<file path="config.mk">
export PLATFORM = sky130hd
export DESIGN_NAME = sprite_entry_cell_expander_top
export DESIGN_NICKNAME = d
export VERILOG_FILES = /design/src/secx_pkg.sv /design/src/secx_alu.sv /design/src/secx_regs.sv /design/src/secx_seq.sv /design/src/sprite_entry_cell_expander_top.sv
export SDC_FILE = /design/constraint.sdc
export NUM_CORES = 1
export LEC_CHECK = 0
export BUFFER_PORTS_ARGS = -buffer_cell sky130_fd_sc_hd__buf_2
export CAP_MARGIN = 20
export CORE_AREA = 2 2 112 114
export CTS_CLUSTER_DIAMETER = 50
export DETAILED_ROUTE_END_ITERATION = 10
export DIE_AREA = 0 0 114 116
export HOLD_SLACK_MARGIN = 0.12
export PLACE_DENSITY = 0.74
export SETUP_SLACK_MARGIN = 0.5
export SKIP_CTS_REPAIR_TIMING = 1
export SYNTH_ARGS = -nofsm -noshare
export SYNTH_HDL_FRONTEND = slang
export SYNTH_HIERARCHICAL = 1
export SYNTH_SLANG_ARGS = --single-unit
</file>
<file path="constraint.sdc">
create_clock -name clk_i -period 3.4 [get_ports clk_i]
set_clock_uncertainty 0.05 [all_clocks]
set_input_delay 0.17 -clock clk_i [delete_from_list [all_inputs] [get_ports clk_i]]
set_output_delay 0.17 -clock clk_i [all_outputs]
set_load 0.02 [all_outputs]
</file>
<file path="src/secx_pkg.sv">
// shared types, constants and helpers of the sprite entry cell expander
package secx_pkg;

  localparam int unsigned AluW   = 16;
  localparam int unsigned PosW   = 10;
  localparam int unsigned IdxW   = 3;
  localparam int unsigned CodeW  = 16;
  localparam int unsigned ModeW  = 2;
  localparam int unsigned PAddrW = 3;
  localparam int unsigned PDataW = 32;

  // register index of priority_mode
  localparam logic RegPriorityMode = 1'b0;

  // priority_mode bits
  localparam int unsigned ModeColourBit3 = 0;
  localparam int unsigned ModeBothBits   = 1;

  // offset added to X to give the left column (-16)
  localparam logic [AluW-1:0] XOffset = 16'hFFF0;

  // operand set of the shared adder
  typedef struct packed {
    logic [AluW-1:0] a;
    logic [AluW-1:0] b;
    logic            cin;
  } alu_req_t;

  // 512 - 16 * height, modulo 1024, for height code 0..3
  function automatic logic [PosW-1:0] y_base(input logic [1:0] hcode);
    logic [PosW-1:0] r;
    unique case (hcode)
      2'd0:    r = 10'd496;
      2'd1:    r = 10'd480;
      2'd2:    r = 10'd448;
      default: r = 10'd384;
    endcase
    return r;
  endfunction

  // highest cell index for a height code
  function automatic logic [IdxW-1:0] last_idx(input logic [1:0] hcode);
    logic [IdxW-1:0] r;
    unique case (hcode)
      2'd0:    r = 3'd0;
      2'd1:    r = 3'd1;
      2'd2:    r = 3'd3;
      default: r = 3'd7;
    endcase
    return r;
  endfunction

endpackage

</file>
<file path="src/secx_alu.sv">
// shared 16-bit adder used for the X position, top row and tile code sums
module secx_alu (
  input  secx_pkg::alu_req_t            req_i,
  output logic [secx_pkg::AluW-1:0]     sum_o
);
  import secx_pkg::*;

  assign sum_o = req_i.a + req_i.b + AluW'(req_i.cin);

endmodule

</file>
<file path="src/secx_regs.sv">
// apb register file holding priority_mode
module secx_regs (
  input  logic                           clk_i,
  input  logic                           rst_ni,
  input  logic                           psel,
  input  logic                           penable,
  input  logic                           pwrite,
  input  logic [secx_pkg::PAddrW-1:0]    paddr,
  input  logic [secx_pkg::PDataW-1:0]    pwdata,
  output logic [secx_pkg::PDataW-1:0]    prdata,
  output logic                           pready,
  output logic [secx_pkg::ModeW-1:0]     mode_o
);
  import secx_pkg::*;

  logic [ModeW-1:0] mode_q, mode_d;
  logic             wr_en;

  // byte address bits 1:0 are ignored
  assign wr_en = psel && penable && pwrite && (paddr[PAddrW-1] == RegPriorityMode);

  always_comb begin
    mode_d = mode_q;
    if (wr_en) begin
      mode_d = pwdata[ModeW-1:0];
    end
  end

  always_ff @(posedge clk_i or negedge rst_ni) begin
    if (!rst_ni) begin
      mode_q <= '0;
    end else begin
      mode_q <= mode_d;
    end
  end

  assign pready = 1'b1;
  assign prdata = (paddr[PAddrW-1] == RegPriorityMode) ? PDataW'(mode_q) : '0;
  assign mode_o = mode_q;

endmodule

</file>
<file path="src/secx_seq.sv">
// sequencer: latches an entry, drives the shared adder, emits one cell per cycle while in S_EMIT
module secx_seq (
  input  logic                           clk_i,
  input  logic                           rst_ni,
  input  logic                           start_i,
  output logic                           busy_o,
  input  logic [7:0]                     y_low_byte_i,
  input  logic [7:0]                     attr_byte_i,
  input  logic [7:0]                     code_low_byte_i,
  input  logic [7:0]                     code_high_byte_i,
  input  logic [7:0]                     x_low_byte_i,
  input  logic [7:0]                     x_attr_byte_i,
  input  logic [secx_pkg::ModeW-1:0]     mode_i,
  output secx_pkg::alu_req_t             alu_req_o,
  input  logic [secx_pkg::AluW-1:0]      alu_sum_i,
  output logic                           cell_valid_o,
  output logic [15:0]                    tile_code_o,
  output logic [3:0]                     palette_o,
  output logic                           mirror_x_o,
  output logic                           mirror_y_o,
  output logic signed [9:0]              screen_x_o,
  output logic signed [9:0]              screen_y_o,
  output logic                           over_tiles_o,
  output logic                           final_cell_o
);
  import secx_pkg::*;

  typedef enum logic [1:0] {
    S_IDLE,
    S_XPOS,
    S_YPOS,
    S_EMIT
  } state_e;

  state_e             state_q;
  logic [CodeW-1:0]   code_q;
  logic [8:0]         ypos_q;
  logic [8:0]         xpos_q;
  logic [3:0]         pal_q;
  logic               fx_q;
  logic               fy_q;
  logic [1:0]         hcode_q;
  logic               over_q;
  logic [IdxW-1:0]    idx_q;
  logic [PosW-1:0]    sx_q;
  logic [PosW-1:0]    top_q;
  logic [IdxW-1:0]    last_i;
  logic [IdxW-1:0]    off;
  logic               accept;
  logic               over_d;

  assign accept = start_i && (state_q == S_IDLE);
  assign busy_o = (state_q != S_IDLE);
  assign last_i = last_idx(hcode_q);
  // reversed offset is last - idx, which equals last ^ idx since idx <= last
  assign off    = fy_q ? (last_i ^ idx_q) : idx_q;

  always_comb begin
    priority if (mode_i[ModeColourBit3]) begin
      over_d = attr_byte_i[4];
    end else if (mode_i[ModeBothBits]) begin
      over_d = attr_byte_i[4] && attr_byte_i[3];
    end else begin
      over_d = 1'b0;
    end
  end

  always_comb begin
    alu_req_o = '0;
    unique case (state_q)
      S_XPOS: begin
        alu_req_o.a = AluW'(xpos_q);
        alu_req_o.b = XOffset;
      end
      S_YPOS: begin
        // base - ypos as base + ~ypos + 1
        alu_req_o.a   = ~AluW'(ypos_q);
        alu_req_o.b   = AluW'(y_base(hcode_q));
        alu_req_o.cin = 1'b1;
      end
      S_EMIT: begin
        alu_req_o.a = code_q;
        alu_req_o.b = AluW'(off);
      end
      default: begin
        alu_req_o = '0;
      end
    endcase
  end

  always_ff @(posedge clk_i or negedge rst_ni) begin
    if (!rst_ni) begin
      state_q      <= S_IDLE;
      cell_valid_o <= 1'b0;
      idx_q        <= '0;
    end else begin
      cell_valid_o <= 1'b0;
      unique case (state_q)
        S_IDLE: begin
          if (accept) begin
            state_q <= S_XPOS;
            idx_q   <= '0;
          end
        end
        S_XPOS: begin
          sx_q    <= alu_sum_i[PosW-1:0];
          state_q <= S_YPOS;
        end
        S_YPOS: begin
          top_q   <= alu_sum_i[PosW-1:0];
          state_q <= S_EMIT;
        end
        S_EMIT: begin
          cell_valid_o <= 1'b1;
          tile_code_o  <= alu_sum_i;
          palette_o    <= pal_q;
          mirror_x_o   <= fx_q;
          mirror_y_o   <= fy_q;
          screen_x_o   <= sx_q;
          screen_y_o   <= top_q + {idx_q, 4'b0000};
          over_tiles_o <= over_q;
          final_cell_o <= (idx_q == last_i);
          idx_q        <= idx_q + 1'b1;
          if (idx_q == last_i) begin
            state_q <= S_IDLE;
          end
        end
        default: begin
          state_q <= S_IDLE;
        end
      endcase
    end
  end

  // entry fields, loaded on accept
  always_ff @(posedge clk_i) begin
    if (accept) begin
      code_q  <= {code_high_byte_i, code_low_byte_i};
      ypos_q  <= {attr_byte_i[0], y_low_byte_i};
      xpos_q  <= {x_attr_byte_i[0], x_low_byte_i};
      pal_q   <= attr_byte_i[4:1];
      fx_q    <= x_attr_byte_i[1];
      fy_q    <= attr_byte_i[7];
      hcode_q <= attr_byte_i[6:5];
      over_q  <= over_d;
    end
  end

endmodule

</file>
<file path="src/sprite_entry_cell_expander_top.sv">
// top level of the sprite entry cell expander
//
//  channel   signals                                  handshake
//  -------   ---------------------------------------  ------------------------------
//  entry     *_byte_i fields                          start_i high while busy_o low
//  cell      tile_code_o .. final_cell_o              cell_valid_o, one cycle each
//  config    psel penable pwrite paddr pwdata prdata  apb write, pready tied high
//
// an entry of 1, 2, 4 or 8 cells holds busy_o high while the shared adder works on X,
// then on the top row, then on the tile code of each cell in turn.
// cells leave on consecutive cycles, the first after states S_XPOS, S_YPOS and S_EMIT.
// a new entry is accepted in the cycle the last cell of the previous one shows,
// so no entry is taken while an earlier one is still being expanded.
// reset clears the sequencer, the strobe and priority_mode; the receiver cannot stall.
module sprite_entry_cell_expander_top (
  input  logic                           clk_i,
  input  logic                           rst_ni,
  input  logic                           start_i,
  output logic                           busy_o,
  input  logic [7:0]                     y_low_byte_i,
  input  logic [7:0]                     attr_byte_i,
  input  logic [7:0]                     code_low_byte_i,
  input  logic [7:0]                     code_high_byte_i,
  input  logic [7:0]                     x_low_byte_i,
  input  logic [7:0]                     x_attr_byte_i,
  output logic                           cell_valid_o,
  output logic [15:0]                    tile_code_o,
  output logic [3:0]                     palette_o,
  output logic                           mirror_x_o,
  output logic                           mirror_y_o,
  output logic signed [9:0]              screen_x_o,
  output logic signed [9:0]              screen_y_o,
  output logic                           over_tiles_o,
  output logic                           final_cell_o,
  input  logic                           psel,
  input  logic                           penable,
  input  logic                           pwrite,
  input  logic [secx_pkg::PAddrW-1:0]    paddr,
  input  logic [secx_pkg::PDataW-1:0]    pwdata,
  output logic [secx_pkg::PDataW-1:0]    prdata,
  output logic                           pready
);
  import secx_pkg::*;

  logic [ModeW-1:0] mode;
  alu_req_t         alu_req;
  logic [AluW-1:0]  alu_sum;

  secx_regs u_regs (
    .clk_i   (clk_i),
    .rst_ni  (rst_ni),
    .psel    (psel),
    .penable (penable),
    .pwrite  (pwrite),
    .paddr   (paddr),
    .pwdata  (pwdata),
    .prdata  (prdata),
    .pready  (pready),
    .mode_o  (mode)
  );

  secx_alu u_alu (
    .req_i (alu_req),
    .sum_o (alu_sum)
  );

  secx_seq u_seq (
    .clk_i            (clk_i),
    .rst_ni           (rst_ni),
    .start_i          (start_i),
    .busy_o           (busy_o),
    .y_low_byte_i     (y_low_byte_i),
    .attr_byte_i      (attr_byte_i),
    .code_low_byte_i  (code_low_byte_i),
    .code_high_byte_i (code_high_byte_i),
    .x_low_byte_i     (x_low_byte_i),
    .x_attr_byte_i    (x_attr_byte_i),
    .mode_i           (mode),
    .alu_req_o        (alu_req),
    .alu_sum_i        (alu_sum),
    .cell_valid_o     (cell_valid_o),
    .tile_code_o      (tile_code_o),
    .palette_o        (palette_o),
    .mirror_x_o       (mirror_x_o),
    .mirror_y_o       (mirror_y_o),
    .screen_x_o       (screen_x_o),
    .screen_y_o       (screen_y_o),
    .over_tiles_o     (over_tiles_o),
    .final_cell_o     (final_cell_o)
  );

endmodule

</file>
==> results of run 1 <==
==> metrics by stage <==
stage               setup WS [ns]  util, %  instance area (um2)  hold slack [ns]  power, mW
floorplan                   0.365        -                 5500           -0.176       4.64
detailed placement          0.139     49.2                 5860          0.00848       5.23
global route                0.134     61.6                 7330            0.139       8.13
finish                      0.169     61.6                 7330            0.115       7.67
CTS                         0.118     54.5                 6490           -0.428       7.12
global placement            0.226     49.2                 5860         -0.00700       5.13
==> layout by cell type, fill, tap and decap left out, drive strengths merged, types with 6 or more instances in the layout <==
cell type and instances:
a21o 16, a21oi 12, a222oi 9, and2 6, buf 125, clkbuf 24, conb 32, dfrtp 8
dlygate4sd3 48, edfxtp 107, ha 24, inv 16, nand2 15, nor2 23, o21ai 11, xnor2 11
xor2 10
==> cell type report <==
| type | instances | area, um2 | share of cell area (%) |
|---|---|---|---|
| sequential | 115 | 3420 | 46.6 |
| multi-input combinational | 222 | 1850 | 25.2 |
| timing repair buffer | 173 | 1180 | 16.1 |
| clock buffer | 24 | 512 | 6.98 |
| tap | 147 | 184 | 2.51 |
| clock inverter | 8 | 123 | 1.67 |
| inverter | 16 | 65.1 | 0.887 |
==> path summary, 6_finish.rpt <==
kind                                   from                    end  slack [ns]  cells past startpoint
setup / recovery           u_seq/state_q[0]  u_seq/tile_code_o[12]        0.17                     11
hold / removal                       rst_ni       u_regs/mode_o[0]        0.12                      2
setup reg to reg           u_seq/state_q[0]  u_seq/tile_code_o[12]        0.17                     11
hold reg to reg               u_seq/sx_q[7]    u_seq/screen_x_o[7]        0.37                      0
max in group asynchronous            rst_ni       u_seq/state_q[0]        2.96                      2
min in group clk_i            u_seq/sx_q[7]    u_seq/screen_x_o[7]        0.37                      0
==> report_power, final <==
group | internal (mW) | switching, mW | total (mW)
combinational | 1.42 | 1.94 | 3.36
clock | 1.27 | 0.595 | 1.86
sequential | 2.27 | 0.177 | 2.44
total | 4.95 | 2.72 | 7.67
==> per-layer routing <==
layer / track usage, % / up-vias / wire length [um]
li1: - / 1656 / -
met2: 25.0 / 105 / 5940
met3: 2.88 / 6 / 385
met5: 0 / - / 0
met4: 8.13 / 0 / 113
met1: 17.9 / 1682 / 4240
==> logic make-up (layout without fill, tap and decap cells) <==
group | Yosys count | after routing | share of synthesized area (%)
other | 3 | 32 | 0.210
AOI/OAI and AO/OA | 71 | 71 | 10.7
muxes | 4 | 4 | 1.03
xor gates and xnor gates | 21 | 21 | 3.43
and+or+nand+nor | 67 | 67 | 6.78
adders and majority gates | 27 | 27 | 6.71
buffers and inverters | 65 | 221 | 7.60
DFF | 115 | 115 | 63.6
==> registers in the layout (all words and copies together), names as in the netlist, 2 cells and up <==
signal / count
u_seq/code_q: 16
u_seq/tile_code_o: 16
u_seq/screen_x_o: 10
u_seq/screen_y_o: 10
u_seq/sx_q: 10
u_seq/top_q: 10
u_seq/xpos_q: 9
u_seq/ypos_q: 9
u_seq/pal_q: 4
u_seq/palette_o: 4
u_seq/idx_q: 3
u_regs/mode_o: 2
u_seq/hcode_q: 2
u_seq/state_q: 2
==> out/qor.yml, run 1 <==
ios: 168
initial_utilization_pct: 45.1
worstMarginPinSlew_ns: 1.01
max_slew_margin_pct: 32.6
cp_data_arrival_time_ns: 3.32
ir_drop_mv: 0.515
syn_area_um2: 5370
yosysWarnings: 6
grt_pass1_wl_mm: 14.8
dp_hpwl_mm: 6.71
placedCellCount: 603
syn_avg_cell_area_um2: 14.4
path_class: "flop to flop"
async_flop_share_pct: 6.96
viasPerCell: 4.89
netlist_instances: 373
grt_max_degree: 45
first_global_vias: 3113
ys_top_cells_by_area: "edfxtp_1, ha_1, buf_4"
grt_use_total_pct: 14.8
die_w_um: 114
cpMostUsedCell: "fa_2"
n_fill_cell: 877
die_y_um: 116
post_drt_wl_per_cell_um: 15.1
drtAntennaViolNets: 0
first_pass_iters: 5
critPathCaptureType: "flop"
worstPathCellList: "ha_4 > a222oi_1 > nor2_1 > fa_2 > inv_2 > fa_2 > and2b_2 > o2111ai_4 > a21oi_4 > o211a_1 > a211o_1"
cts_tree: "yes"
crit_required_ns: 3.49
final_hold_viol_count: 0
first_iter_violations: 208
core-area_um2: 11900
critPathMaxStageDelay_ns: 0.48
cts.clk_slew.worst_paths_ns: 0.05
dr_total_vias: 3449
place.gp.congestion: 0.865
wl_mm: 10.7
rsz0062_at_grt: "true"
clockBufferDepth: 2
synth_top_cell_area_share_pct: 59.9
synth_common_cells: "edfxtp_1, buf_4, ha_1, nor2_1"
maxCapViolCount: 0
max_freq_mhz: 309
powerDensity_nw_per_um2: 1050
rows: 40
gr-total-overflow: 0
antenna_found_initial: 0
critPathLaunchType: "flop"
cts_made_buffers: 17
clock_latency_ns: 0.40
cts-root-buf: "clkbuf_16"
ys_ff_latch: 115
diodes: 0
crit_slowest_cell: "dfrtp_2"
area.growth.synth_to_final_pct: 36.6
holdCritPathClass: "input pin to asynchronous set/reset pin"
nets: 661
setup_tns_ns: 0
io_buffers: 98
stdcell_count: 705
path_buf_inv: 1
min_period_ns: 3.23
clock-sinks: 115
yosysMostFrequentCell: "edfxtp_1"
drive_gt1_share_pct: 36.4
outcome: "finished clean"
die_area_um2: 13200
path_max_fanout: 7
htreeDepth: 4
power.leakage_nw: 3.10
setup_viol: 0
synth_top_area_cell: "edfxtp_1"
crit_family: "compound AO/OA/AOI/OAI gates"
seq_area_frac_synth_pct: 63.6
fin_crit_sh_pct: 95.0
ys.flop_type: "edfxtp_1"
drcViolationCount: 0
drv_slew: 0
ys_types: 61
synth_edf_count: 107
No activity file was read; power rests on OpenSTA's default activity.
==> run 2: changes to the inputs <==
--- a/config.mk
+++ b/config.mk
@@ -7,12 +7,12 @@
 export LEC_CHECK = 0
 export BUFFER_PORTS_ARGS = -buffer_cell sky130_fd_sc_hd__buf_2
 export CAP_MARGIN = 20
-export CORE_AREA = 2 2 112 114
+export CORE_AREA = 2 2 103 130
 export CTS_CLUSTER_DIAMETER = 50
 export DETAILED_ROUTE_END_ITERATION = 10
-export DIE_AREA = 0 0 114 116
+export DIE_AREA = 0 0 105 132
 export HOLD_SLACK_MARGIN = 0.12
-export PLACE_DENSITY = 0.74
+export PLACE_DENSITY = 0.71
 export SETUP_SLACK_MARGIN = 0.5
 export SKIP_CTS_REPAIR_TIMING = 1
 export SYNTH_ARGS = -nofsm -noshare
==> run 2 against run 1 <==
Hold slack gained 0.0025 ns. Sequential power hardly changed. Non-clock buffer count decreased by 13. Core utilization down 4.1 points. Die area increased by 4.8%. Fmax up 2.0%. Cell count up 1.1%. Routed wire length decreased by 6.5%. Register-to-register slack gained 0.06 ns. Combinational power is 6.0% lower. Clock power shrank 2%. Sequential cell count unchanged. Largest cell class unchanged. Largest power group unchanged. Highest routed layer unchanged.
==> out/qor.yml, run 2 (same netlist as run 1, synthesis figures left out) <==
outcome: "finished clean"
powerDensity_nw_per_um2: 1030
maxCapViolCount: 0
rows: 46
cpMostUsedCell: "fa_2"
holdCritPathClass: "input pin to asynchronous set/reset pin"
setup_tns_ns: 0
clock_latency_ns: 0.41
viasPerCell: 4.66
drtAntennaViolNets: 0
cts-root-buf: "clkbuf_16"
io_buffers: 98
cp_data_arrival_time_ns: 3.27
largest_registers: "u_seq/code_q x16, u_seq/tile_code_o x16"
clock-sinks: 115
crit_required_ns: 3.50
drv_slew: 0
gr-total-overflow: 0
initial_utilization_pct: 42.8
dp_hpwl_mm: 6.64
critPathLaunchType: "flop"
die_w_um: 105
htreeDepth: 4
critPathCaptureType: "flop"
setup_viol: 0
p_total_mw: 7.42
die_y_um: 132
final_hold_viol_count: 0
nets: 648
max_slew_margin_pct: 32.0
crit_slowest_cell: "dfrtp_2"
power.leakage_nw: 3.04
placed_cell_area_um2: 5890
diodes: 0
fin_crit_sh_pct: 93.2
cts_made_buffers: 17
area.growth.synth_to_final_pct: 34.3
min_period_ns: 3.17
core-area_um2: 12500
critPathMaxStageDelay_ns: 0.46
antenna_found_initial: 0
grt_max_degree: 45
final_area_um2: 7210
rsz0062_at_grt: "true"
mostFrequentLayoutCell: "edfxtp_1"
ios: 168
max_freq_mhz: 316
final_cell_mix: "edfxtp_1, buf_2, dlygate4sd3_1"
first_global_vias: 3053
wl_mm: 9.98
cts_tree: "yes"
n_fill_cell: 1021
post_drt_wl_per_cell_um: 14.0
grt_use_total_pct: 13.9
worstMarginPinSlew_ns: 1.02
first_iter_violations: 228
path_class: "flop to flop"
die_area_um2: 13900
dr_total_vias: 3323
clockBufferDepth: 2
grt_pass1_wl_mm: 14.9
drcViolationCount: 0
ir_drop_mv: 0.454
first_pass_iters: 4
worstPathCellList: "buf_6 > ha_4 > a222oi_1 > nor2_1 > fa_2 > inv_2 > fa_2 > and2b_2 > o2111ai_4 > a21oi_4 > o211a_1 > a211o_1"
path_max_fanout: 5
place.gp.congestion: 0.859
cts.clk_slew.worst_paths_ns: 0.05
drive_gt1_share_pct: 34.1
run 2: changes by cell type in the layout (fill, tap and decap cells not counted), sizes merged:
cell      change
clkinv        +3
clkinvlp      +1
buf          -13
clkbuf        -6
bufinv        +1
inv           +1
run 2: worst paths after layout:
kind | endpoint | cells past startpoint | slack, ns | start
max | u_seq/tile_code_o[12] | 12 | 0.23 | u_seq/state_q[1]
min | u_regs/mode_o[0] | 2 | 0.12 | rst_ni
max reg2reg | u_seq/tile_code_o[12] | 12 | 0.23 | u_seq/state_q[1]
min reg2reg | u_seq/over_tiles_o | 0 | 0.37 | u_seq/over_q
max in group asynchronous | u_seq/state_q[0] | 2 | 2.95 | rst_ni
min in group clk_i | u_seq/over_tiles_o | 0 | 0.37 | u_seq/over_q
run 2: area by class of cell:
type	instances	area [um2]	share of cell area, %
clock buffers	18	429	5.95
multi-input cells	222	1830	25.3
well taps	168	210	2.92
inverters	16	62.6	0.868
clock inverters	14	185	2.57
repair buffers	160	1080	15.0
flip-flops and latches	115	3420	47.4
run 2: worst max-delay path, delay by kind of cell, from the launching register on:
kind,cells,cell delay [ns]
AO/OA/AOI/OAI,5,1.05
adder cells (fa/ha/maj),3,0.75
flip-flops,1,0.46
AND/OR/NAND/NOR,2,0.37
buffers and inverters,2,0.22
run 2: routing by layer:
layer / wire, um / track usage (%) / part of all wire [%] / vias to the layer above
met5: 0 / 0 / 0 / -
met4: 291 / 8.44 / 2.9 / 0
met3: 456 / 2.97 / 4.6 / 24
met2: 5300 / 23.1 / 53 / 116
met1: 3940 / 16.4 / 39 / 1549
li1: - / - / - / 1634
run 2: power breakdown:
group	switching, mW	internal, mW
sequential	0.172	2.27
combinational	1.85	1.31
clock	0.604	1.22
run 2: stage by stage:
step                hold slack [ns]  setup WS (ns)  cells  util [%]
CTS                          -0.427          0.160    656      51.8
global placement           0.000414          0.208    624      46.9
finish                        0.118          0.232    713      57.4
global route                  0.146         0.0646    713      57.4
detailed placement          0.00759          0.176    624      46.9
floorplan                    -0.176          0.365    402         -
